===== config.mk =====
export PLATFORM = sky130hd
export DESIGN_NAME = kt_ctrl_flat
export DESIGN_NICKNAME = d
export VERILOG_FILES = /design/src/rtl/core/kt_pkg.sv /design/src/rtl/core/kt_req_if.sv /design/src/rtl/core/kt_rsp_if.sv /design/src/rtl/core/kt_ctrl.sv /design/src/flat_wrapper.sv
export SDC_FILE = /design/constraint.sdc
export NUM_CORES = 1
export LEC_CHECK = 0
export BUFFER_PORTS_ARGS = -buffer_cell sky130_fd_sc_hd__buf_2
export CAP_MARGIN = 20
export CORE_MARGIN = 2
export CORE_UTILIZATION = 25
export DETAILED_ROUTE_END_ITERATION = 8
export GPL_TIMING_DRIVEN = 0
export PLACE_DENSITY = 0.48
export SETUP_SLACK_MARGIN = 0.15
export SLEW_MARGIN = 40
export SYNTH_ARGS = -nofsm -noshare
export SYNTH_HDL_FRONTEND = slang
export SYNTH_SLANG_ARGS = --single-unit
export TNS_END_PERCENT = 5

===== constraint.sdc =====
create_clock -name clk_i -period 5.3 [get_ports clk_i]
set_clock_uncertainty 0.15 [all_clocks]
set_input_delay 0.53 -clock clk_i [delete_from_list [all_inputs] [get_ports clk_i]]
set_output_delay 0.53 -clock clk_i [all_outputs]
set_load 0.1 [all_outputs]

===== src/rtl/core/kt_pkg.sv =====
// kt_pkg: shared types and fixed field widths for the keyed table unit.
// No dependencies. Imported by the interfaces, the cell, the controller and the top level.
package kt_pkg;

  localparam int unsigned OPCODE_W = 3;
  localparam int unsigned NAME_W   = 64;
  localparam int unsigned QTY_W    = 16;
  localparam int unsigned STATUS_W = 2;
  localparam int unsigned INDEX_W  = 6;
  localparam int unsigned COUNT_W  = 7;

  typedef enum logic [OPCODE_W-1:0] {
    OP_FIND    = 3'd0,
    OP_ADD     = 3'd1,
    OP_REPLACE = 3'd2,
    OP_DELETE  = 3'd3,
    OP_CLEAR   = 3'd4
  } kt_op_e;

  typedef enum logic [STATUS_W-1:0] {
    ST_OK        = 2'd0,
    ST_NOT_FOUND = 2'd1,
    ST_FULL      = 2'd2
  } kt_status_e;

  typedef enum logic [1:0] {
    S_IDLE,
    S_SCAN,
    S_FIN
  } kt_state_e;

  // Control part of the scan token that walks down the cell chain.
  typedef struct packed {
    logic valid;
    logic found;
  } kt_tok_t;

endpackage


===== src/rtl/core/kt_req_if.sv =====
// kt_req_if: request channel (valid/ready plus request payload).
// Depends on kt_pkg for the field widths.
interface kt_req_if;
  import kt_pkg::*;

  logic                valid;
  logic                ready;
  logic [OPCODE_W-1:0] opcode;
  logic [NAME_W-1:0]   key_name;
  logic [NAME_W-1:0]   new_name;
  logic [QTY_W-1:0]    new_quantity;

  modport source (output valid, opcode, key_name, new_name, new_quantity, input ready);
  modport sink   (input valid, opcode, key_name, new_name, new_quantity, output ready);

endinterface


===== src/rtl/core/kt_rsp_if.sv =====
// kt_rsp_if: response channel (valid/ready plus result payload).
// Depends on kt_pkg for the field widths.
interface kt_rsp_if;
  import kt_pkg::*;

  logic                valid;
  logic                ready;
  logic [STATUS_W-1:0] status;
  logic [INDEX_W-1:0]  found_index;
  logic [NAME_W-1:0]   entry_name;
  logic [QTY_W-1:0]    entry_quantity;
  logic [COUNT_W-1:0]  entry_count;

  modport source (output valid, status, found_index, entry_name, entry_quantity, entry_count,
                  input ready);
  modport sink   (input valid, status, found_index, entry_name, entry_quantity, entry_count,
                  output ready);

endinterface


===== src/rtl/core/kt_ctrl.sv =====
// kt_ctrl: request capture, entry count, scan launch and result register.
// Depends on kt_pkg, kt_req_if and kt_rsp_if.
module kt_ctrl #(
  parameter int unsigned MAX_ENTRIES   = 64,
  parameter int unsigned NAME_BITS     = 64,
  parameter int unsigned QUANTITY_BITS = 16,
  parameter int unsigned IDX_W         = 6,
  parameter int unsigned CNT_W         = 7
) (
  input  logic                     clk_i,
  input  logic                     rst_ni,
  kt_req_if.sink                   req_i,
  kt_rsp_if.source                 rsp_o,
  output kt_pkg::kt_op_e           op_o,
  output logic [NAME_BITS-1:0]     key_o,
  output logic [NAME_BITS-1:0]     new_name_o,
  output logic [QUANTITY_BITS-1:0] new_qty_o,
  output logic [CNT_W-1:0]         count_o,
  output kt_pkg::kt_tok_t          launch_o,
  input  kt_pkg::kt_tok_t          tail_tok_i,
  input  logic [IDX_W-1:0]         tail_idx_i,
  input  logic [QUANTITY_BITS-1:0] tail_qty_i
);
  import kt_pkg::*;

  kt_state_e                state_q, state_d;
  kt_op_e                   op_q;
  logic [NAME_BITS-1:0]     key_q, nname_q;
  logic [QUANTITY_BITS-1:0] nqty_q;
  logic [CNT_W-1:0]         count_q, count_d;
  logic                     launch_q;
  logic                     done_found_q;
  logic [IDX_W-1:0]         done_idx_q;
  logic [QUANTITY_BITS-1:0] done_qty_q;

  logic                     rsp_valid_q, rsp_valid_d;
  kt_status_e               status_q, status_d;
  logic [INDEX_W-1:0]       index_q, index_d;
  logic [NAME_W-1:0]        ename_q, ename_d;
  logic [QTY_W-1:0]         eqty_q, eqty_d;
  logic [COUNT_W-1:0]       ecount_q, ecount_d;

  logic                     accept;
  logic                     out_load;
  logic                     capture;

  kt_status_e               st_res;
  logic [IDX_W-1:0]         idx_res;
  logic [NAME_BITS-1:0]     name_res;
  logic [QUANTITY_BITS-1:0] qty_res;

  logic [QUANTITY_BITS+QTY_W-1:0] qty_in_ext;
  logic [IDX_W+INDEX_W-1:0]       idx_ext;
  logic [NAME_BITS+NAME_W-1:0]    name_ext;
  logic [QUANTITY_BITS+QTY_W-1:0] qty_out_ext;
  logic [CNT_W+COUNT_W-1:0]       cnt_ext;

  // Next state
  always_comb begin
    state_d = state_q;
    unique case (state_q)
      S_IDLE:  if (req_i.valid) state_d = S_SCAN;
      S_SCAN:  if (tail_tok_i.valid) state_d = S_FIN;
      S_FIN:   if (!rsp_valid_q || rsp_o.ready) state_d = S_IDLE;
      default: state_d = S_IDLE;
    endcase
  end

  // FSM outputs
  always_comb begin
    req_i.ready = 1'b0;
    capture     = 1'b0;
    out_load    = 1'b0;
    unique case (state_q)
      S_IDLE:  req_i.ready = 1'b1;
      S_SCAN:  capture = tail_tok_i.valid;
      S_FIN:   out_load = !rsp_valid_q || rsp_o.ready;
      default: ;
    endcase
  end

  assign accept     = req_i.valid && req_i.ready;
  assign qty_in_ext = {{QUANTITY_BITS{1'b0}}, req_i.new_quantity};

  // Result of the finished request
  always_comb begin
    st_res   = ST_OK;
    idx_res  = '0;
    name_res = '0;
    qty_res  = '0;
    count_d  = count_q;
    unique case (op_q)
      OP_FIND: begin
        if (done_found_q) begin
          idx_res  = done_idx_q;
          name_res = key_q;  // a hit means the stored name equals the key
          qty_res  = done_qty_q;
        end else begin
          st_res = ST_NOT_FOUND;
        end
      end
      OP_ADD: begin
        if (count_q == CNT_W'(MAX_ENTRIES)) begin
          st_res = ST_FULL;
        end else begin
          idx_res = count_q[IDX_W-1:0];
          count_d = count_q + CNT_W'(1);
        end
      end
      OP_REPLACE: begin
        if (done_found_q) begin
          idx_res = done_idx_q;
        end else begin
          st_res = ST_NOT_FOUND;
        end
      end
      OP_DELETE: begin
        if (done_found_q) begin
          idx_res = done_idx_q;
          count_d = count_q - CNT_W'(1);
        end else begin
          st_res = ST_NOT_FOUND;
        end
      end
      OP_CLEAR: count_d = '0;
      default: ;
    endcase
  end

  assign idx_ext     = {{INDEX_W{1'b0}}, idx_res};
  assign name_ext    = {{NAME_W{1'b0}}, name_res};
  assign qty_out_ext = {{QTY_W{1'b0}}, qty_res};
  assign cnt_ext     = {{COUNT_W{1'b0}}, count_d};

  always_comb begin
    rsp_valid_d = rsp_valid_q && !rsp_o.ready;
    status_d    = status_q;
    index_d     = index_q;
    ename_d     = ename_q;
    eqty_d      = eqty_q;
    ecount_d    = ecount_q;
    if (out_load) begin
      rsp_valid_d = 1'b1;
      status_d    = st_res;
      index_d     = idx_ext[INDEX_W-1:0];
      ename_d     = name_ext[NAME_W-1:0];
      eqty_d      = qty_out_ext[QTY_W-1:0];
      ecount_d    = cnt_ext[COUNT_W-1:0];
    end
  end

  always_ff @(posedge clk_i or negedge rst_ni) begin
    if (!rst_ni) begin
      state_q     <= S_IDLE;
      count_q     <= '0;
      launch_q    <= 1'b0;
      rsp_valid_q <= 1'b0;
    end else begin
      state_q     <= state_d;
      launch_q    <= accept;
      rsp_valid_q <= rsp_valid_d;
      if (out_load) begin
        count_q <= count_d;
      end
    end
  end

  always_ff @(posedge clk_i) begin
    if (accept) begin
      op_q    <= kt_op_e'(req_i.opcode);
      key_q   <= req_i.key_name[NAME_BITS-1:0];
      nname_q <= req_i.new_name[NAME_BITS-1:0];
      nqty_q  <= qty_in_ext[QUANTITY_BITS-1:0];
    end
    if (capture) begin
      done_found_q <= tail_tok_i.found;
      done_idx_q   <= tail_idx_i;
      done_qty_q   <= tail_qty_i;
    end
    status_q <= status_d;
    index_q  <= index_d;
    ename_q  <= ename_d;
    eqty_q   <= eqty_d;
    ecount_q <= ecount_d;
  end

  assign op_o           = op_q;
  assign key_o          = key_q;
  assign new_name_o     = nname_q;
  assign new_qty_o      = nqty_q;
  assign count_o        = count_q;
  assign launch_o.valid = launch_q;
  assign launch_o.found = 1'b0;

  assign rsp_o.valid          = rsp_valid_q;
  assign rsp_o.status         = status_q;
  assign rsp_o.found_index    = index_q;
  assign rsp_o.entry_name     = ename_q;
  assign rsp_o.entry_quantity = eqty_q;
  assign rsp_o.entry_count    = ecount_q;

endmodule


===== src/flat_wrapper.sv =====
// flat-port wrapper written by rule: the top's interface ports become plain ports
module kt_ctrl_flat import kt_pkg::*;
#(
  parameter int unsigned MAX_ENTRIES   = 64,
  parameter int unsigned NAME_BITS     = 64,
  parameter int unsigned QUANTITY_BITS = 16,
  parameter int unsigned IDX_W         = 6,
  parameter int unsigned CNT_W         = 7
)
  (clk_i, rst_ni, op_o, key_o, new_name_o, new_qty_o, count_o, launch_o, tail_tok_i, tail_idx_i, tail_qty_i, req_i_valid, req_i_opcode, req_i_key_name, req_i_new_name, req_i_new_quantity, req_i_ready, rsp_o_valid, rsp_o_status, rsp_o_found_index, rsp_o_entry_name, rsp_o_entry_quantity, rsp_o_entry_count, rsp_o_ready);
  kt_req_if req_i_i ();
  kt_rsp_if rsp_o_i ();
  input  logic clk_i;
  input  logic rst_ni;
  output kt_pkg::kt_op_e op_o;
  output logic [NAME_BITS-1:0] key_o;
  output logic [NAME_BITS-1:0] new_name_o;
  output logic [QUANTITY_BITS-1:0] new_qty_o;
  output logic [CNT_W-1:0] count_o;
  output kt_pkg::kt_tok_t launch_o;
  input  kt_pkg::kt_tok_t tail_tok_i;
  input  logic [IDX_W-1:0] tail_idx_i;
  input  logic [QUANTITY_BITS-1:0] tail_qty_i;
  input wire logic [$bits(req_i_i.valid)-1:0] req_i_valid;
  input wire logic [$bits(req_i_i.opcode)-1:0] req_i_opcode;
  input wire logic [$bits(req_i_i.key_name)-1:0] req_i_key_name;
  input wire logic [$bits(req_i_i.new_name)-1:0] req_i_new_name;
  input wire logic [$bits(req_i_i.new_quantity)-1:0] req_i_new_quantity;
  output wire logic [$bits(req_i_i.ready)-1:0] req_i_ready;
  output wire logic [$bits(rsp_o_i.valid)-1:0] rsp_o_valid;
  output wire logic [$bits(rsp_o_i.status)-1:0] rsp_o_status;
  output wire logic [$bits(rsp_o_i.found_index)-1:0] rsp_o_found_index;
  output wire logic [$bits(rsp_o_i.entry_name)-1:0] rsp_o_entry_name;
  output wire logic [$bits(rsp_o_i.entry_quantity)-1:0] rsp_o_entry_quantity;
  output wire logic [$bits(rsp_o_i.entry_count)-1:0] rsp_o_entry_count;
  input wire logic [$bits(rsp_o_i.ready)-1:0] rsp_o_ready;
  assign req_i_i.valid = req_i_valid;
  assign req_i_i.opcode = req_i_opcode;
  assign req_i_i.key_name = req_i_key_name;
  assign req_i_i.new_name = req_i_new_name;
  assign req_i_i.new_quantity = req_i_new_quantity;
  assign req_i_ready = req_i_i.ready;
  assign rsp_o_valid = rsp_o_i.valid;
  assign rsp_o_status = rsp_o_i.status;
  assign rsp_o_found_index = rsp_o_i.found_index;
  assign rsp_o_entry_name = rsp_o_i.entry_name;
  assign rsp_o_entry_quantity = rsp_o_i.entry_quantity;
  assign rsp_o_entry_count = rsp_o_i.entry_count;
  assign rsp_o_i.ready = rsp_o_ready;
  kt_ctrl #(.MAX_ENTRIES(MAX_ENTRIES), .NAME_BITS(NAME_BITS), .QUANTITY_BITS(QUANTITY_BITS), .IDX_W(IDX_W), .CNT_W(CNT_W)) u_core (.clk_i(clk_i), .rst_ni(rst_ni), .req_i(req_i_i), .rsp_o(rsp_o_i), .op_o(op_o), .key_o(key_o), .new_name_o(new_name_o), .new_qty_o(new_qty_o), .count_o(count_o), .launch_o(launch_o), .tail_tok_i(tail_tok_i), .tail_idx_i(tail_idx_i), .tail_qty_i(tail_qty_i));
endmodule

# Yosys cells after proc, flatten, opt, wreduce, memory -nomap -nowiden
# Index checks and enable logic that the tools add are counted.
# totals
inputBits	175
word_cells	55
out_inout_bits	253
ff_bits	276
# classes
n_mux	17
n_addsub	2
n_eq_ne	10
n_reduce_logical	10
# ops
op	count
one-hot mux 7 bit (3 select lines)	1
two-way mux 7 bit	2
two-way mux 6 bit	2
one-hot mux 6 bit (2 select lines)	1
two-way mux 2 bit	4
adder 7 x 1 -> 7 bit, second input constant	1
equality test 7 bit, second input constant	1
subtractor 7 x 1 -> 7 bit, second input constant	1
equality test 3 x 2 -> 1 bit, second input constant	2
one-hot mux 2 bit (3 select lines)	1
two-way mux 1 bit	5
inequality test 2 bit, second input constant	2
one-hot mux 2 bit (2 select lines)	1
equality test 3 x 1 -> 1 bit, second input constant	1
equality test 3 bit, second input constant	1
zero test 3 bit	1
AND reduction 3 bit	1
OR reduction 3 bit	1
equality test 2 x 1 -> 1 bit, second input constant	1
equality test 2 bit, second input constant	1
logical AND 1 bit	2
zero test 1 bit	2
zero test 2 bit	1
inequality test 2 x 1 -> 1 bit, second input constant	1
other kinds (2)	2

# Depth between registers and ports, before layout
# depth
depth_word	4
depth_mapped	8
depth_no_buf	8

# Worst setup path after synthesis
# Ideal clock, no wire load.
# synth_timing
kind	reg-to-reg
from	reg u_core.state_q[1]
to	reg u_core.key_q[0], in the netlist u_core.key_o[0], enable pin
required_ns	4.627
setup_ns	0.523
setup_slack_ns	-0.617
path_buffers	0
t_arrival_ns	5.245
stages_incl_launch_ff	3
synth_period_minus_slack_ns	5.917
path_cell_list	dfrtp_1 nor2_1 and2_1
# synth_via
elab_chain_cells	3
# synth_lines
element	line	source
start, declared	kt_ctrl.sv:26	kt_state_e state_q, state_d;
start signal, assigned	kt_ctrl.sv:159	state_q <= state_d;
zero test 2 bit	kt_ctrl.sv:74	unique case (state_q)
two-way mux 1 bit	kt_ctrl.sv:74	
via req_i_ready	flat_wrapper.sv:29	output wire logic [$bits(req_i_i.ready)-1:0] req_i_ready;
logical AND 1 bit	kt_ctrl.sv:82	assign accept = req_i.valid && req_i.ready;
via u_core.accept	kt_ctrl.sv:43	logic accept;
end signal, assigned	kt_ctrl.sv:171	key_q <= req_i.key_name[NAME_BITS-1:0];
end, declared	kt_ctrl.sv:28	logic [NAME_BITS-1:0] key_q, nname_q;
# The timed path passes the listed nets, and every way through them passes these cells.
# A chain may end at the register's enable or synchronous reset.

# Worst setup path after layout
# layout_timing
from	reg u_core.count_q[0], in the netlist u_core.count_o[0]
to	reg u_core.count_q[0], in the netlist u_core.count_o[0]
# layout_via
elab_chain_cells	3
elab_cells_between_ends	6
classes_between	add/sub: 2; eq/ne: 1; mux: 3
# layout_lines
element	line	source
start, declared	kt_ctrl.sv:30	logic [CNT_W-1:0] count_q, count_d;
start signal, assigned	kt_ctrl.sv:163	count_q <= count_d;
subtractor 7 x 1 -> 7 bit (tied with other cells)	kt_ctrl.sv:120	count_d = count_q - CNT_W'(1);
two-way mux 7 bit, on equally long branches	kt_ctrl.sv:118, kt_ctrl.sv:103	
one-hot mux 7 bit (3 select lines) (*)	kt_ctrl.sv:92	unique case (op_q)
via u_core.count_d[0]	kt_ctrl.sv:30	
# Mark *: on every way through the listed nets, which the timed path passes. The rest lies on a longest branch.

==> impl_metrics.tcl <==
set metrics [dict create \
    portBuffers 426 \
    register_area_um2 8230 \
    cts_buffer_depth 3 \
    crit-reg2reg-launch "u_core.count_o[0]" \
    rows 72 \
    avgSynthCellArea_um2 19.2 \
    critical-path-slowest-cell "dfrtp_1" \
    worst_setup_path_end_kind "flop" \
    syn2layout_area_growth_pct 53.1 \
    antenna_found_initial 2 \
    place_congestion 0.803 \
    grt_use_total_pct 13.6 \
    crit_fanout 9 \
    num-nets-final 1270 \
    final.fill_count 3629 \
    path_delay_family "adder cells" \
    max_freq_ghz 0.386 \
    max_stage_delay_ps 500 \
    viasPerCell 4.02 \
    crit_path_start_kind "flop" \
    die_w_um 201 \
    required_ps 5610 \
    layout_common_cells "432 x buf_2, 265 x edfxtp_1, 115 x dlygate4sd3_1" \
    cts_resized 0 \
    dr.pass1.iters 4 \
    io_pins 428 \
    antenna_left 0 \
    min_path_type "in -> reg" \
    tightest_slew_ps 693 \
    root_buffer "clkbuf_16" \
    cp-startpoint "u_core.count_o[0]" \
    clock-sinks 276 \
    wl_um 27600 \
    worstSetupPathType "reg -> reg" \
    grt_pass1_vias 7053 \
    synth_area_um2 9690 \
    grt_start_max_net_pins 44 \
    slew_viol_final 0 \
    yosysSeqAreaShare_pct 85.0 \
    synth_cell_type_count 47 \
    power.leakage_uw 0.00604 \
    die_h_um 201 \
    rsz0062_at_grt "false" \
    maxCapViolCount 0 \
    p_total_uw 6600 \
    multi_input_area_um2 1310 \
    cts_tree "built" \
    post-route-period-util_pct 48.9 \
    numCtsBuffers 34 \
    avgRoutedWirePerCell_um 16.9 \
    finalHoldViolations 0 \
    dieArea_um2 40400 \
    cts_hold_buf 115 \
    synthCells 505 \
    grt_overflow 0 \
    yosys_warnings 0 \
    vias 6561 \
    drive_above_1_share_pct 46.0 \
    cp.arrival_ps 2900 \
    grt_pass1_wl_um 41700 \
    path_buf_inv 1 \
    hold_start "req_i_key_name[9]" \
    powerDensity_nw_per_um2 445 \
    clkTransAtPathRegs_ps 60 \
    clock_latency_ps 520 \
    rrSetupSlack_ps 2710 \
    syn-num-nets 683 \
    dp_hpwl_um 20400 \
    status "complete, no violations" \
    cpMostUsedCell "ha_1" \
    initial_core_util_pct 25.2 \
    slew_headroom_pct 53.7 \
    post_cts_buffers 0 \
    drcViolationCount 0 \
    n_antenna_cell 0 \
    min_period_ps 2590 \
    core-area_um2 38500 \
    final_common_cell "buf_2" \
    drt_iter0_markers 239 \
    fin_hold_ws_ps 40.9 \
    h-tree-depth 2 \
    peakVddDrop_uv 267 \
    ys_ff_latch 276 \
    final-setup-viol-count 0 \
    worstPathCellList "inv_1 -> ha_1 -> and3b_1 -> nand2_1 -> ha_1 -> o21ai_0 -> a222oi_1 -> mux2_2" \
]
[state kept, by name (all words and copies together) (netlist names)]
signal,count
u_core.done_qty_q,16
u_core.rsp_o.status,2
u_core.rsp_o.found_index,6
u_core.op_o,3
u_core.done_found_q,1
u_core.rsp_o.entry_name,64
u_core.rsp_o.valid,1
u_core.new_qty_o,16
u_core.rsp_o.entry_count,7
u_core.new_name_o,64
u_core.rsp_o.entry_quantity,16
u_core.launch_q,1
u_core.done_idx_q,6
u_core.count_o,7
u_core.state_q,2
u_core.key_o,64
[path summary, 6_finish.rpt]
path / endpoint / depth (start not counted)
max: u_core.count_o[0] / 8
min: u_core.key_o[9] / 1
max reg2reg: u_core.count_o[0] / 8
min reg2reg: u_core.rsp_o.entry_quantity[11] / 1
max in group asynchronous: u_core.state_q[1] / 2
min in group asynchronous: u_core.count_o[1] / 2
[per-stage QoR]
step                setup WS [ps]  util (%)  setup TNS, ps  cells  instance area (µm²)
finish                       2710      38.6              0   1634                14800
global route                 2560      38.6              0   1634                14800
CTS                          2760      38.6              0   1634                14800
detailed placement           2770      33.0              0   1459                12700
global placement             -542      32.4          -5220   1449                12500
floorplan                     741         -              0    505                 9690
[area by class of cell]
cell class / instances / share of cell area [%]
sequential: 276 / 55.5
timing repair buffer: 551 / 23.5
multi-input combinational: 200 / 8.85
clock buffer: 41 / 6.06
tap: 518 / 4.37
buffer: 23 / 0.928
clock inverter: 19 / 0.658
inverter: 6 / 0.152
[routing by layer]
| metal | global-route usage, % | share of wire, % | vias to the layer above |
|---|---|---|---|
| met5 | 0 | 0.043 | - |
| met4 | 5.69 | 3.0 | 2 |
| met3 | 4.87 | 8.6 | 57 |
| met2 | 23.3 | 50 | 304 |
| met1 | 15.4 | 38 | 3103 |
| li1 | - | - | 3095 |
[Yosys cell counts, drive strengths merged]
cell       n  area (µm²)
nor3b      2        26.3
and4bb     2        25.0
nand3     13        65.1
mux2       2        22.5
nor2b      4        25.0
a211oi     4        30.0
a31oi      2        12.5
or3b       1        11.3
a222oi     2        20.0
a21boi     5        37.5
o21a       1        7.51
o21ai      6        30.0
ha         3        37.5
o221ai     1        8.76
o22ai      1        6.26
a311oi     4        35.0
clkbuf    11        51.3
a21oi     12        63.8
edfxtp   265        7960
nor2       7        28.8
mux2i      2        20.0
a221oi     2        17.5
and4b      2        20.0
a31o       1        8.76
nand2     18        67.6
nand2b     4        25.0
buf       12        86.3
nand4bb    1        11.3
and3b      1        8.76
and2      82         513
nor3       8        40.0
o32ai      2        36.3
inv        6        22.5
dfrtp     11         275
conb       1        3.75
or2        1        6.26
a21o       1        7.51
a32o       1        11.3
o21bai     1        7.51
[power by group]
| part | switching (µW) | internal [µW] | total [µW] |
|---|---|---|---|
| sequential | 83.8 | 2630 | 2710 |
| combinational | 1480 | 328 | 1810 |
| clock | 875 | 1210 | 2080 |
| total | 2440 | 4160 | 6600 |
[cell families after synthesis]
family                   share of synthesized area [%]
AND/OR/NAND/NOR                                   9.01
buffers and inverters                             1.65
AO/OA/AOI/OAI                                     3.51
other                                           0.0387
flip-flops                                        85.0
multiplexers                                     0.439
adder cells (fa/ha/maj)                          0.387
Power figures use the tool's default switching activity.
