--- src/rtl/core/kt_pkg.sv ---
// kt_pkg: shared types and fixed field widths for the keyed table unit.
// No dependencies. Imported by the interfaces, the cell, the controller and the top level.
package kt_pkg;

  localparam int unsigned OPCODE_W = 3;
  localparam int unsigned NAME_W   = 64;
  localparam int unsigned QTY_W    = 16;
  localparam int unsigned STATUS_W = 2;
  localparam int unsigned INDEX_W  = 6;
  localparam int unsigned COUNT_W  = 7;

  typedef enum logic [OPCODE_W-1:0] {
    OP_FIND    = 3'd0,
    OP_ADD     = 3'd1,
    OP_REPLACE = 3'd2,
    OP_DELETE  = 3'd3,
    OP_CLEAR   = 3'd4
  } kt_op_e;

  typedef enum logic [STATUS_W-1:0] {
    ST_OK        = 2'd0,
    ST_NOT_FOUND = 2'd1,
    ST_FULL      = 2'd2
  } kt_status_e;

  typedef enum logic [1:0] {
    S_IDLE,
    S_SCAN,
    S_FIN
  } kt_state_e;

  // Control part of the scan token that walks down the cell chain.
  typedef struct packed {
    logic valid;
    logic found;
  } kt_tok_t;

endpackage

--- src/rtl/core/kt_cell.sv ---
// kt_cell: one table slot of the chain, holding a name and a quantity.
// Depends on kt_pkg. The scan token enters from the left neighbor and leaves registered.
module kt_cell #(
  parameter int unsigned NAME_BITS     = 64,
  parameter int unsigned QUANTITY_BITS = 16,
  parameter int unsigned IDX_W         = 6,
  parameter int unsigned CNT_W         = 7,
  parameter int unsigned CELL_IDX      = 0
) (
  input  logic                     clk_i,
  input  logic                     rst_ni,
  input  kt_pkg::kt_op_e           op_i,
  input  logic [NAME_BITS-1:0]     key_i,
  input  logic [NAME_BITS-1:0]     new_name_i,
  input  logic [QUANTITY_BITS-1:0] new_qty_i,
  input  logic [CNT_W-1:0]         count_i,
  input  kt_pkg::kt_tok_t          tok_i,
  input  logic [IDX_W-1:0]         tok_idx_i,
  input  logic [QUANTITY_BITS-1:0] tok_qty_i,
  input  logic [NAME_BITS-1:0]     nxt_name_i,
  input  logic [QUANTITY_BITS-1:0] nxt_qty_i,
  output logic [NAME_BITS-1:0]     name_o,
  output logic [QUANTITY_BITS-1:0] qty_o,
  output kt_pkg::kt_tok_t          tok_o,
  output logic [IDX_W-1:0]         tok_idx_o,
  output logic [QUANTITY_BITS-1:0] tok_qty_o
);
  import kt_pkg::*;

  logic [NAME_BITS-1:0]     name_q, name_d;
  logic [QUANTITY_BITS-1:0] qty_q, qty_d;
  kt_tok_t                  tok_q, tok_d;
  logic [IDX_W-1:0]         tok_idx_q, tok_idx_d;
  logic [QUANTITY_BITS-1:0] tok_qty_q, tok_qty_d;
  logic                     held;
  logic                     keyed_op;
  logic                     hit;
  logic                     at_tail;

  assign held     = CNT_W'(CELL_IDX) < count_i;
  assign at_tail  = CNT_W'(CELL_IDX) == count_i;
  assign keyed_op = (op_i == OP_FIND) || (op_i == OP_REPLACE) || (op_i == OP_DELETE);
  // First match only: an earlier hit is carried in the token.
  assign hit      = tok_i.valid && !tok_i.found && keyed_op && held && (name_q == key_i);

  always_comb begin
    name_d = name_q;
    qty_d  = qty_q;
    if (tok_i.valid) begin
      priority if (op_i == OP_ADD && at_tail) begin
        name_d = new_name_i;
        qty_d  = new_qty_i;
      end else if (op_i == OP_REPLACE && hit) begin
        name_d = new_name_i;
        qty_d  = new_qty_i;
      end else if (op_i == OP_DELETE && (hit || tok_i.found)) begin
        // Right neighbor is not yet touched by this token, so its old value moves down.
        name_d = nxt_name_i;
        qty_d  = nxt_qty_i;
      end
    end
  end

  always_comb begin
    tok_d.valid = tok_i.valid;
    tok_d.found = tok_i.found | hit;
    tok_idx_d   = hit ? IDX_W'(CELL_IDX) : tok_idx_i;
    tok_qty_d   = hit ? qty_q : tok_qty_i;
  end

  always_ff @(posedge clk_i or negedge rst_ni) begin
    if (!rst_ni) begin
      tok_q <= '0;
    end else begin
      tok_q <= tok_d;
    end
  end

  always_ff @(posedge clk_i) begin
    name_q    <= name_d;
    qty_q     <= qty_d;
    tok_idx_q <= tok_idx_d;
    tok_qty_q <= tok_qty_d;
  end

  assign name_o    = name_q;
  assign qty_o     = qty_q;
  assign tok_o     = tok_q;
  assign tok_idx_o = tok_idx_q;
  assign tok_qty_o = tok_qty_q;

endmodule

--- config.mk ---
export PLATFORM = sky130hd
export DESIGN_NAME = kt_cell
export DESIGN_NICKNAME = d
export VERILOG_FILES = /design/src/rtl/core/kt_pkg.sv /design/src/rtl/core/kt_cell.sv
export SDC_FILE = /design/constraint.sdc
export NUM_CORES = 1
export LEC_CHECK = 0
export BUFFER_PORTS_ARGS = -buffer_cell sky130_fd_sc_hd__buf_2
export CAP_MARGIN = 20
export CELL_PAD_IN_SITES_DETAIL_PLACEMENT = 1
export CELL_PAD_IN_SITES_GLOBAL_PLACEMENT = 1
export CORE_AREA = 2 2 140 142
export CTS_CLUSTER_DIAMETER = 30
export DETAILED_ROUTE_END_ITERATION = 7
export DIE_AREA = 0 0 142 144
export PLACE_DENSITY = 0.84
export SETUP_SLACK_MARGIN = 0.15
export SYNTH_ARGS = -nofsm -noshare
export SYNTH_HDL_FRONTEND = slang
export SYNTH_SLANG_ARGS = --single-unit
--- constraint.sdc ---
create_clock -name clk_i -period 8.8 [get_ports clk_i]
set_input_delay 0.88 -clock clk_i [delete_from_list [all_inputs] [get_ports clk_i]]
set_output_delay 0.88 -clock clk_i [all_outputs]
set_load 0.005 [all_outputs]
Yosys cells after proc, flatten, opt, wreduce, memory -nomap -nowiden:

Cells that the tools add are included.

* order comparisons: 1
* equality and inequality tests: 4
* muxes and demuxes: 7
* bitwise operators: 1
* reductions and logical operators: 15

Operators with widths (count)
* $mux W64: 3
* $eq A64 B64 Y1: 1
* $mux W16: 4
* $logic_and A1 B1 Y1: 7
* $logic_not A7 Y1: 1
* $lt A1 B7 Y1 const A: 1
* $eq A3 B2 Y1 const B: 2
* $eq A3 B1 Y1 const B: 1
* $logic_not A3 Y1: 1
* $logic_or A1 B1 Y1: 3
* $reduce_bool A3 Y1: 1
* $reduce_and A2 Y1: 1
* $logic_not A1 Y1: 1
* $or A1 B1 Y1: 1

* register bits after elaboration: 104
* bits of input ports: 260
* output and inout port bits: 104

Logic depth before layout (Yosys ltp):

Gate-level depths: netlist (run 1).

* depth after elaboration: 11
* depth in mapped cells: 8

Least setup slack after synthesis (run 1):

No wires, ideal clock.

* kind: in2reg
* start point: input port key_i[24]
* end point: register name_q[0] (netlist: name_o[0]), enable pin
* library setup time: 0.629 ns
* arrival: 7.648 ns
* setup slack: 0.523 ns
* cell stages on the path: 7
* buffers on the path: 1
* cells stage by stage: xor2_1 nor4_1 nand4_1 nor4_2 nand2_2 buf_6 o21ai_0

* longest elaborated chain between the ends: 6

RTL lines
* start: declaration: RTL line kt_cell.sv:13 `input logic [NAME_BITS-1:0] key_i,`
* $eq A64 B64 Y1 (*): RTL line kt_cell.sv:44 `assign hit = tok_i.valid && !tok_i.found && keyed_op && held && (name_q == key_i);`
* $logic_and A1 B1 Y1 (*): RTL line kt_cell.sv:44
* $logic_or A1 B1 Y1: RTL line kt_cell.sv:56 `end else if (op_i == OP_DELETE && (hit || tok_i.found)) begin`
* $logic_and A1 B1 Y1: RTL line kt_cell.sv:56
* $reduce_bool A3 Y1 (no source line) (*)
* $reduce_and A2 Y1 (no source line) (*)
* end signal: assignment: RTL line kt_cell.sv:80 `name_q <= name_d;`
* end: declaration: RTL line kt_cell.sv:30 `logic [NAME_BITS-1:0] name_q, name_d;`

Mark *: on every way between the ends. The rest lies on a longest branch, timed or not.
A chain may end at the register's enable or synchronous reset.

Worst setup path in the final report (run 1):

* start point: input port key_i[2]
* end point: register name_q[49] (netlist: name_o[49]), enable pin

The elaborated chain is that of the path after synthesis.

==> impl_metrics.env, run 1 <==
export IMPL_start_util=0.271
export IMPL_num_fill_cells=2147
export IMPL_post_drt_via_cell_ratio=4.53
export IMPL_crit_required_ns=8.78
export IMPL_synth_area_leader_cell="edfxtp_1"
export IMPL_busiest_layer="met2"
export IMPL_n_antenna_cell=0
export IMPL_cts_sinks=104
export IMPL_htreeDepth=3
export IMPL_synth_seq_cells=104
export IMPL_cp_slowest_cell="a222oi_1"
export IMPL_ys_top_cells_by_area="edfxtp_1 (46%), mux2_2 (18%), xor2_1 (9.0%)"
export IMPL_p_leak_nw=3.30
export IMPL_path_cells="buf_2 > inv_1 > a222oi_1 > nand3_1 > nor3_1 > nand2_2 > o21ai_4 > buf_4"
export IMPL_ys_warn_count=0
export IMPL_rows=51
export IMPL_setup_tns_ns=0
export IMPL_wl_per_cell_um=19.6
export IMPL_io_pins=364
export IMPL_fp_dieH_um=144
export IMPL_timing_final_crit_share=0.424
export IMPL_routed_wl_um=18800
export IMPL_p_per_area_mw_per_mm2=146
export IMPL_synth_area_per_cell_um2=14.6
export IMPL_clock_skew_final_ns=0.0145
export IMPL_coreArea_mm2=0.0191
export IMPL_setup_viol=0
export IMPL_r2r_end="name_o[49]"
export IMPL_dpl_cell_area_mm2=0.00719
export IMPL_final_common_cell="buf_2"
export IMPL_clk_path_buf_depth=2
export IMPL_numCtsBuffers=9
export IMPL_drive_gt1_frac=0.667
export IMPL_io_buffers=363
export IMPL_yosysTopAreaCellShare=0.465
export IMPL_grt_pass1_vias=4725
export IMPL_die_w_um=142
export IMPL_cts_resized_gates=0
export IMPL_cts_root_buf="clkbuf_16"
export IMPL_clk_pin_slew_ns=0.07
export IMPL_grt_first_pass_wirelength_um=26700
export IMPL_end_kind="register"
export IMPL_final_hold_viol_count=0
export IMPL_ir_drop_v=0.0000823
export IMPL_maxSlewHeadroom=0.288
export IMPL_slew_viol_final=0
export IMPL_nets=978
export IMPL_fmax_ghz=0.268
export IMPL_reg2reg_from="name_o[2]"
export IMPL_synthArstFlopShare=0.0192
export IMPL_crit_fanout=49
export IMPL_route_detailed_drc=0
export IMPL_drt_iter0_drc=87
export IMPL_vias=4356
export IMPL_grt_use_met1=0.187
export IMPL_fin_area_mm2=0.00751
export IMPL_ys_seq_area_frac=0.560
export IMPL_syn_inst=353
export IMPL_synthesis_area_mm2=0.00517
export IMPL_use_met2=0.342
export IMPL_fin_crit_ns=3.73
export IMPL_hpwl_um=15600
export IMPL_seq_area_mm2=0.00289
export IMPL_rsz0062_at_grt="no"
export IMPL_dieArea_mm2=0.0204
export IMPL_cts_tree="yes"
export IMPL_start_kind="primary input"
export IMPL_worst_pin_slew_ns=1.07
export IMPL_cts_hold_buf=0
export IMPL_ys_flop_type="edfxtp_1"
export IMPL_worstPathArrival_ns=3.71
export IMPL_status="finished clean"
export IMPL_slowest_delay_ns=0.64
export IMPL_syn_to_final_growth_pct=45.4
export IMPL_worst_skew_pair_late_latency_ns=0.35
export IMPL_antenna_found_initial=0
export IMPL_cap_violations=0
export IMPL_grtUsageTotal=0.178
export IMPL_layout_common_cells="buf_2 (363), mux2_2 (84), edfxtp_1 (80)"
export IMPL_reg2reg_depth=6
export IMPL_synth_cell_types=30
export IMPL_min_path_type="in2async"
export IMPL_gp_congestion=0.808
export IMPL_grt_max_degree=81
export IMPL_synth_edf_count=80
export IMPL_grt_overflow_total=0
export IMPL_ant_nets=0
export IMPL_multi_input_area_mm2=0.00215
export IMPL_reg2reg_slack_ns=5.15
export IMPL_grt_use_met3=0.0480
export IMPL_cts_setup_buffers=0
export IMPL_mappedNetlistNets=613
export IMPL_drtPass1Iterations=4
export IMPL_criticalPathCategory="in2reg"
-- cells by family (layout without fill, tap and decap cells) --
| kind of cell | count (synthesis) | count (layout) | synth area share |
|---|---|---|---|
| AOI/OAI and AO/OA | 7 | 7 | 0.00944 |
| muxes | 96 | 96 | 0.218 |
| DFF | 104 | 104 | 0.560 |
| and+or+nand+nor | 68 | 68 | 0.0818 |
| xor gates and xnor gates | 61 | 61 | 0.103 |
| buffers and inverters | 17 | 387 | 0.0276 |
-- state kept, by name, summed over array words and instances (netlist names) --
register,flops
tok_qty_o,16
tok_idx_o,6
tok_o,2
qty_o,16
name_o,64
-- how the worst max path moves through the flow --
stage	startpoint	to	slack, ns	depth (start not counted)
4_1_cts	key_i[2]	name_o[31]	4.19	8
5_1_grt	key_i[2]	name_o[28]	4.68	8
3_3_place_gp	key_i[2]	name_o[19]	3.94	8
6_report	key_i[2]	name_o[49]	5.07	8
2_1_floorplan	key_i[24]	name_o[0]	0.52	7
3_5_place_dp	key_i[2]	name_o[54]	3.80	8
-- routing by layer --
| layer | wire length (µm) | part of all wire | up-vias |
|---|---|---|---|
| li1 | - | - | 2059 |
| met1 | 6710 | 0.36 | 2045 |
| met5 | 0 | 0 | - |
| met2 | 10400 | 0.55 | 224 |
| met4 | 468 | 0.025 | 0 |
| met3 | 1300 | 0.069 | 28 |
-- per-stage QoR --
| stage | std cells | total power, mW | util | setup slack [ns] | hold WS (ns) |
|---|---|---|---|---|---|
| 2_1_floorplan | 353 | 0.608 | - | 0.523 | 0.503 |
| 3_3_place_gp | 944 | 0.693 | 0.377 | 3.94 | 0.477 |
| 4_1_cts | 960 | 1.11 | 0.393 | 4.19 | 0.293 |
| 6_report | 961 | 1.09 | 0.394 | 5.07 | 0.313 |
| 5_1_grt | 961 | 1.14 | 0.394 | 4.68 | 0.284 |
| 3_5_place_dp | 944 | 0.698 | 0.377 | 3.80 | 0.488 |
-- where the power goes --
group / total, mW / switching (mW) / internal [mW]
logic: 0.137 / 0.0572 / 0.0795
registers: 0.548 / 0.00665 / 0.542
clock network: 0.410 / 0.208 / 0.202
total: 1.09 / 0.272 / 0.823
-- synthesized netlist by cell type, types with 3 or more instances --
cell      number
nor2_1         4
nor2b_1        4
nor4_1        25
and2_1         6
mux2_2        84
buf_6         10
nand2_1        4
nand3_1        3
xor2_1        53
edfxtp_1      80
nand4_1        9
inv_1          6
nor3_1         3
mux2_4        12
xnor2_1        8
dfxtp_1       22
-- layout make-up --
class                           instances  share of cell area
Clock buffer                            9              0.0300
Clock inverter                          7              0.0102
Inverter                                6             0.00300
Multi-Input combinational cell        232               0.287
Sequential cell                       104               0.385
Tap cell                              238              0.0396
Timing Repair Buffer                  365               0.245
-- worst max-delay path: cells and delay by family --
| kind | cells | cell delay [ns] |
|---|---|---|
| AO/OA/AOI/OAI | 2 | 1.04 |
| buffers and inverters | 3 | 0.72 |
| AND/OR/NAND/NOR | 3 | 1.01 |
Note: power is estimated with default switching activity, not from simulation.
==> run 2, diff against run 1 <==
==> constraint.sdc (replaced) <==
create_clock -name clk_i -period 3.5 [get_ports clk_i]
set_input_delay 0.35 -clock clk_i [delete_from_list [all_inputs] [get_ports clk_i]]
set_output_delay 0.35 -clock clk_i [all_outputs]
set_load 0.005 [all_outputs]
==> impl_metrics.env, run 2 (synthesis gave the netlist of run 1 again) <==
export IMPL_worstPathArrival_ns=3.11
export IMPL_grt_pass1_vias=4928
export IMPL_hold_ws_ns=0.135
export IMPL_final_hold_viol_count=0
export IMPL_clock_skew_final_ns=0.0127
export IMPL_reg2reg_depth=7
export IMPL_slowest_delay_ns=0.54
export IMPL_cap_violations=0
export IMPL_reg2reg_from="name_o[48]"
export IMPL_fp_dieH_um=144
export IMPL_grt_overflow_total=0
export IMPL_start_kind="register"
export IMPL_fmax_ghz=0.333
export IMPL_setup_viol=0
export IMPL_r2r_end="name_o[10]"
export IMPL_n_antenna_cell=0
export IMPL_p_leak_nw=3.33
export IMPL_grt_first_pass_wirelength_um=27300
export IMPL_timing_final_crit_share=0.858
export IMPL_fin_cells=966
export IMPL_cts_sinks=104
export IMPL_cts_resized_gates=0
export IMPL_reg2reg_slack_ns=0.50
export IMPL_dieArea_mm2=0.0204
export IMPL_worst_skew_pair_late_latency_ns=0.36
export IMPL_crit_fanout=37
export IMPL_worst_path_buf_inv=1
export IMPL_slew_viol_final=0
export IMPL_cts_hold_buf=1
export IMPL_cts_root_buf="clkbuf_16"
export IMPL_hold_path_end="tok_o[1]"
export IMPL_p_per_area_mw_per_mm2=366
export IMPL_path_cells="xor2_1 > nor4_1 > nand4_1 > nor3_1 > a41o_4 > buf_12 > mux2_2"
export IMPL_vias=4413
export IMPL_dpl_cell_area_mm2=0.00728
export IMPL_io_buffers=363
export IMPL_cp_slowest_cell="nor4_1"
export IMPL_ir_drop_v=0.000209
export IMPL_dpl_cell_count=949
export IMPL_maxSlewHeadroom=0.519
export IMPL_io_pins=364
export IMPL_final_common_cell="buf_2"
export IMPL_post_drt_via_cell_ratio=4.57
export IMPL_crit_required_ns=3.61
export IMPL_worst_pin_slew_ns=0.715
export IMPL_gp_congestion=0.869
export IMPL_routed_wl_um=19400
export IMPL_clk_pin_slew_ns=0.08
export IMPL_setup_tns_ns=0
export IMPL_start_util=0.271
export IMPL_pre_cts_slack_ns=0.441
export IMPL_coreArea_mm2=0.0191
export IMPL_grt_max_degree=43
export IMPL_fin_area_mm2=0.00760
export IMPL_die_w_um=142
export IMPL_hpwl_um=16400
export IMPL_postLayoutSetupSlackWorst_ns=0.498
export IMPL_clk_path_buf_depth=2
export IMPL_end_kind="register"
export IMPL_antenna_found_initial=0
export IMPL_largest_register_ffs=64
export IMPL_cts_setup_buffers=0
export IMPL_nets=983
export IMPL_drt_iter0_drc=149
export IMPL_cts_tree="yes"
export IMPL_criticalPathCategory="reg2reg"
export IMPL_syn_to_final_growth_pct=47.1
export IMPL_fin_crit_ns=3.00
export IMPL_min_delay_start="tok_i[1]"
export IMPL_min_path_cells=1
export IMPL_route_detailed_drc=0
export IMPL_rows=51
export IMPL_rsz0062_at_grt="no"
export IMPL_htreeDepth=3
export IMPL_wl_per_cell_um=20.1
export IMPL_drive_gt1_frac=0.668
export IMPL_finalPower_mw=2.79
export IMPL_critical_path_top_delay_family="simple AND/OR/NAND/NOR gates"
export IMPL_final_util=0.398
export IMPL_min_path_type="in2reg"
export IMPL_ant_nets=0
export IMPL_numCtsBuffers=9
export IMPL_grtUsageTotal=0.182
export IMPL_status="finished clean"
export IMPL_layout_common_cells="buf_2 (363), mux2_2 (84), edfxtp_1 (80)"
export IMPL_drtPass1Iterations=4
## run 2: metal layers
| layer | vias to the layer above | wire length (µm) | global-route usage | share of wire |
|---|---|---|---|---|
| met5 | - | 0 | 0 | 0 |
| met4 | 0 | 432 | 0.0600 | 0.022 |
| met3 | 24 | 1480 | 0.0583 | 0.076 |
| met2 | 224 | 10600 | 0.348 | 0.55 |
| met1 | 2092 | 6880 | 0.188 | 0.35 |
| li1 | 2073 | - | - | - |
## run 2: cell type report
cell class	count	area, µm²
Fill cell	2160	11500
Sequential cell	104	2890
Multi-Input combinational cell	232	2150
Timing Repair Buffer	370	1920
Tap cell	238	298
Clock buffer	9	225
Clock inverter	7	86.3
Inverter	6	22.5
## run 2: how the worst max path moves through the flow
stage	slack, ns	end	depth (start not counted)	start
2_1_floorplan	0.19	name_o[0]	7	name_o[24]
3_3_place_gp	0.47	name_o[20]	8	key_i[32]
3_5_place_dp	0.44	name_o[10]	8	key_i[48]
4_1_cts	0.50	name_o[10]	7	name_o[48]
5_1_grt	0.35	name_o[10]	7	name_o[32]
6_report	0.50	name_o[10]	7	name_o[48]
## run 2: worst reg2reg max path, cell delays in order, from the launching register on
cell,delay [ns]
edfxtp_1,0.40
xor2_1,0.18
nor4_1,0.54
nand4_1,0.31
nor3_1,0.28
a41o_4,0.39
buf_12,0.26
mux2_2,0.40
## run 2: report_power, final
part	switching [mW]	total [mW]	internal, mW
combinational	0.145	0.347	0.201
clock	0.545	1.06	0.516
sequential	0.0160	1.38	1.36
==> run 3, diff against run 2 <==
--- a/config.mk
+++ b/config.mk
@@ -13,6 +13,7 @@
 export CTS_CLUSTER_DIAMETER = 30
 export DETAILED_ROUTE_END_ITERATION = 7
 export DIE_AREA = 0 0 142 144
+export GPL_TIMING_DRIVEN = 0
 export PLACE_DENSITY = 0.84
 export SETUP_SLACK_MARGIN = 0.15
 export SYNTH_ARGS = -nofsm -noshare
==> impl_metrics.env, run 3 (synthesis gave the netlist of run 1 again) <==
export IMPL_routed_wl_um=19400
export IMPL_rsz0062_at_grt="no"
export IMPL_cts_tree="yes"
export IMPL_worst_pin_slew_ns=0.750
export IMPL_grtUsageTotal=0.183
export IMPL_min_delay_start="tok_i[1]"
export IMPL_cts_root_buf="clkbuf_16"
export IMPL_fmax_ghz=0.326
export IMPL_grt_overflow_total=0
export IMPL_io_pins=364
export IMPL_final_hold_viol_count=0
export IMPL_hold_path_end="tok_o[1]"
export IMPL_wl_per_cell_um=19.9
export IMPL_fin_crit_ns=3.07
export IMPL_min_path_cells=1
export IMPL_clock_skew_final_ns=0.0127
export IMPL_p_leak_nw=3.38
export IMPL_final_common_cell="buf_2"
export IMPL_reg2reg_from="name_o[54]"
export IMPL_reg2reg_depth=8
export IMPL_r2r_end="name_o[62]"
export IMPL_post_drt_via_cell_ratio=4.58
export IMPL_seq_area_mm2=0.00289
export IMPL_rows=51
export IMPL_pre_cts_slack_ns=-0.315
export IMPL_grt_first_pass_wirelength_um=27200
export IMPL_largest_register_ffs=64
export IMPL_crit_fanout=29
export IMPL_drt_iter0_drc=131
export IMPL_numCtsBuffers=9
export IMPL_maxSlewHeadroom=0.500
export IMPL_dieArea_mm2=0.0204
export IMPL_status="finished clean"
export IMPL_hpwl_um=16300
export IMPL_end_kind="register"
export IMPL_clk_pin_slew_ns=0.08
export IMPL_nets=992
export IMPL_crit_required_ns=3.54
export IMPL_num_fill_cells=2149
export IMPL_coreArea_mm2=0.0191
export IMPL_fp_dieH_um=144
export IMPL_drtPass1Iterations=4
export IMPL_ir_drop_v=0.000204
export IMPL_route_detailed_drc=0
export IMPL_drive_gt1_frac=0.672
export IMPL_gp_congestion=0.777
export IMPL_worst_skew_pair_late_latency_ns=0.35
export IMPL_htreeDepth=3
export IMPL_cap_violations=0
export IMPL_io_buffers=363
export IMPL_ant_nets=0
export IMPL_syn_to_final_growth_pct=48.3
export IMPL_grt_pass1_vias=4893
export IMPL_start_util=0.271
export IMPL_n_antenna_cell=0
export IMPL_reg2reg_slack_ns=0.43
export IMPL_timing_final_crit_share=0.876
export IMPL_p_per_area_mw_per_mm2=359
export IMPL_setup_viol=0
export IMPL_grt_max_degree=30
export IMPL_layout_common_cells="buf_2 (363), mux2_2 (84), edfxtp_1 (80)"
export IMPL_start_kind="register"
export IMPL_antenna_found_initial=0
export IMPL_criticalPathCategory="reg2reg"
export IMPL_die_w_um=142
export IMPL_clk_path_buf_depth=2
export IMPL_finalPower_mw=2.75
export IMPL_cts_sinks=104
export IMPL_vias=4467
export IMPL_multi_input_area_mm2=0.00216
export IMPL_min_path_type="in2reg"
export IMPL_worstPathArrival_ns=3.11
export IMPL_postLayoutSetupSlackWorst_ns=0.433
export IMPL_slew_viol_final=0
-- run 3: cell types whose count changed in the layout (fill, tap and decap cells not counted), sizes merged --
cell    before  now
inv          9   11
o21ai        2    3
buf        369  377
clkinv       4    2
-- run 3: area by class of cell --
cell class,count,area share
Sequential cell,104,0.378
Multi-Input combinational cell,233,0.282
Timing Repair Buffer,367,0.245
Tap cell,238,0.0389
Clock buffer,9,0.0294
Buffer,11,0.0157
Clock inverter,7,0.00931
Inverter,6,0.00294
-- run 3: how the worst max path moves through the flow --
stage | endpoint | cells past startpoint | from | slack (ns)
global placement | name_o[44] | 7 | name_o[7] | -1.27
CTS | name_o[50] | 8 | name_o[54] | 0.32
floorplan | name_o[0] | 7 | name_o[24] | 0.19
global route | name_o[62] | 8 | name_o[54] | 0.22
finish | name_o[62] | 8 | name_o[54] | 0.43
detailed placement | name_o[44] | 8 | name_o[7] | -0.32
-- run 3: what timing repair did --
action | 4_1_cts | 5_1_grt
endpoints found under the setup margin | 80 | 0
hold endpoints to repair | 2 | 0
hold buffers | 1 | 0
resized for setup | 1 | 0
buffers inserted | 1 | 0
-- run 3: per-layer routing --
metal,track usage,vias up,part of all wire
met5,0,-,0
met2,0.357,202,0.56
li1,-,2088,-
met4,0.0526,0,0.015
met3,0.0497,21,0.064
met1,0.191,2156,0.36
-- run 3: worst max-delay path, stage by stage (launching register included) --
cell      delay, ns
edfxtp_1       0.42
xor2_1         0.18
nor4_1         0.45
nand3_1        0.16
nor3_2         0.35
nand2_2        0.23
buf_6          0.21
o21ai_4        0.46
buf_12         0.28
-- run 3: through the flow --
stage	hold slack (ns)	instance area, µm²	TNS [ns]	util	std cells
floorplan	0.0544	5180	0	-	353
global placement	0.136	7290	-100.93	0.382	954
detailed placement	0.137	7330	-19.61	0.384	956
CTS	0.118	7660	0	0.402	975
global route	0.122	7660	0	0.402	975
finish	0.138	7660	0	0.402	975
-- run 3: where the power goes --
group / leakage, nW / internal (mW) / switching, mW
clock network: 0.148 / 0.507 / 0.516
logic: 2.30 / 0.202 / 0.144
registers: 0.932 / 1.36 / 0.0159
total: 3.38 / 2.07 / 0.676
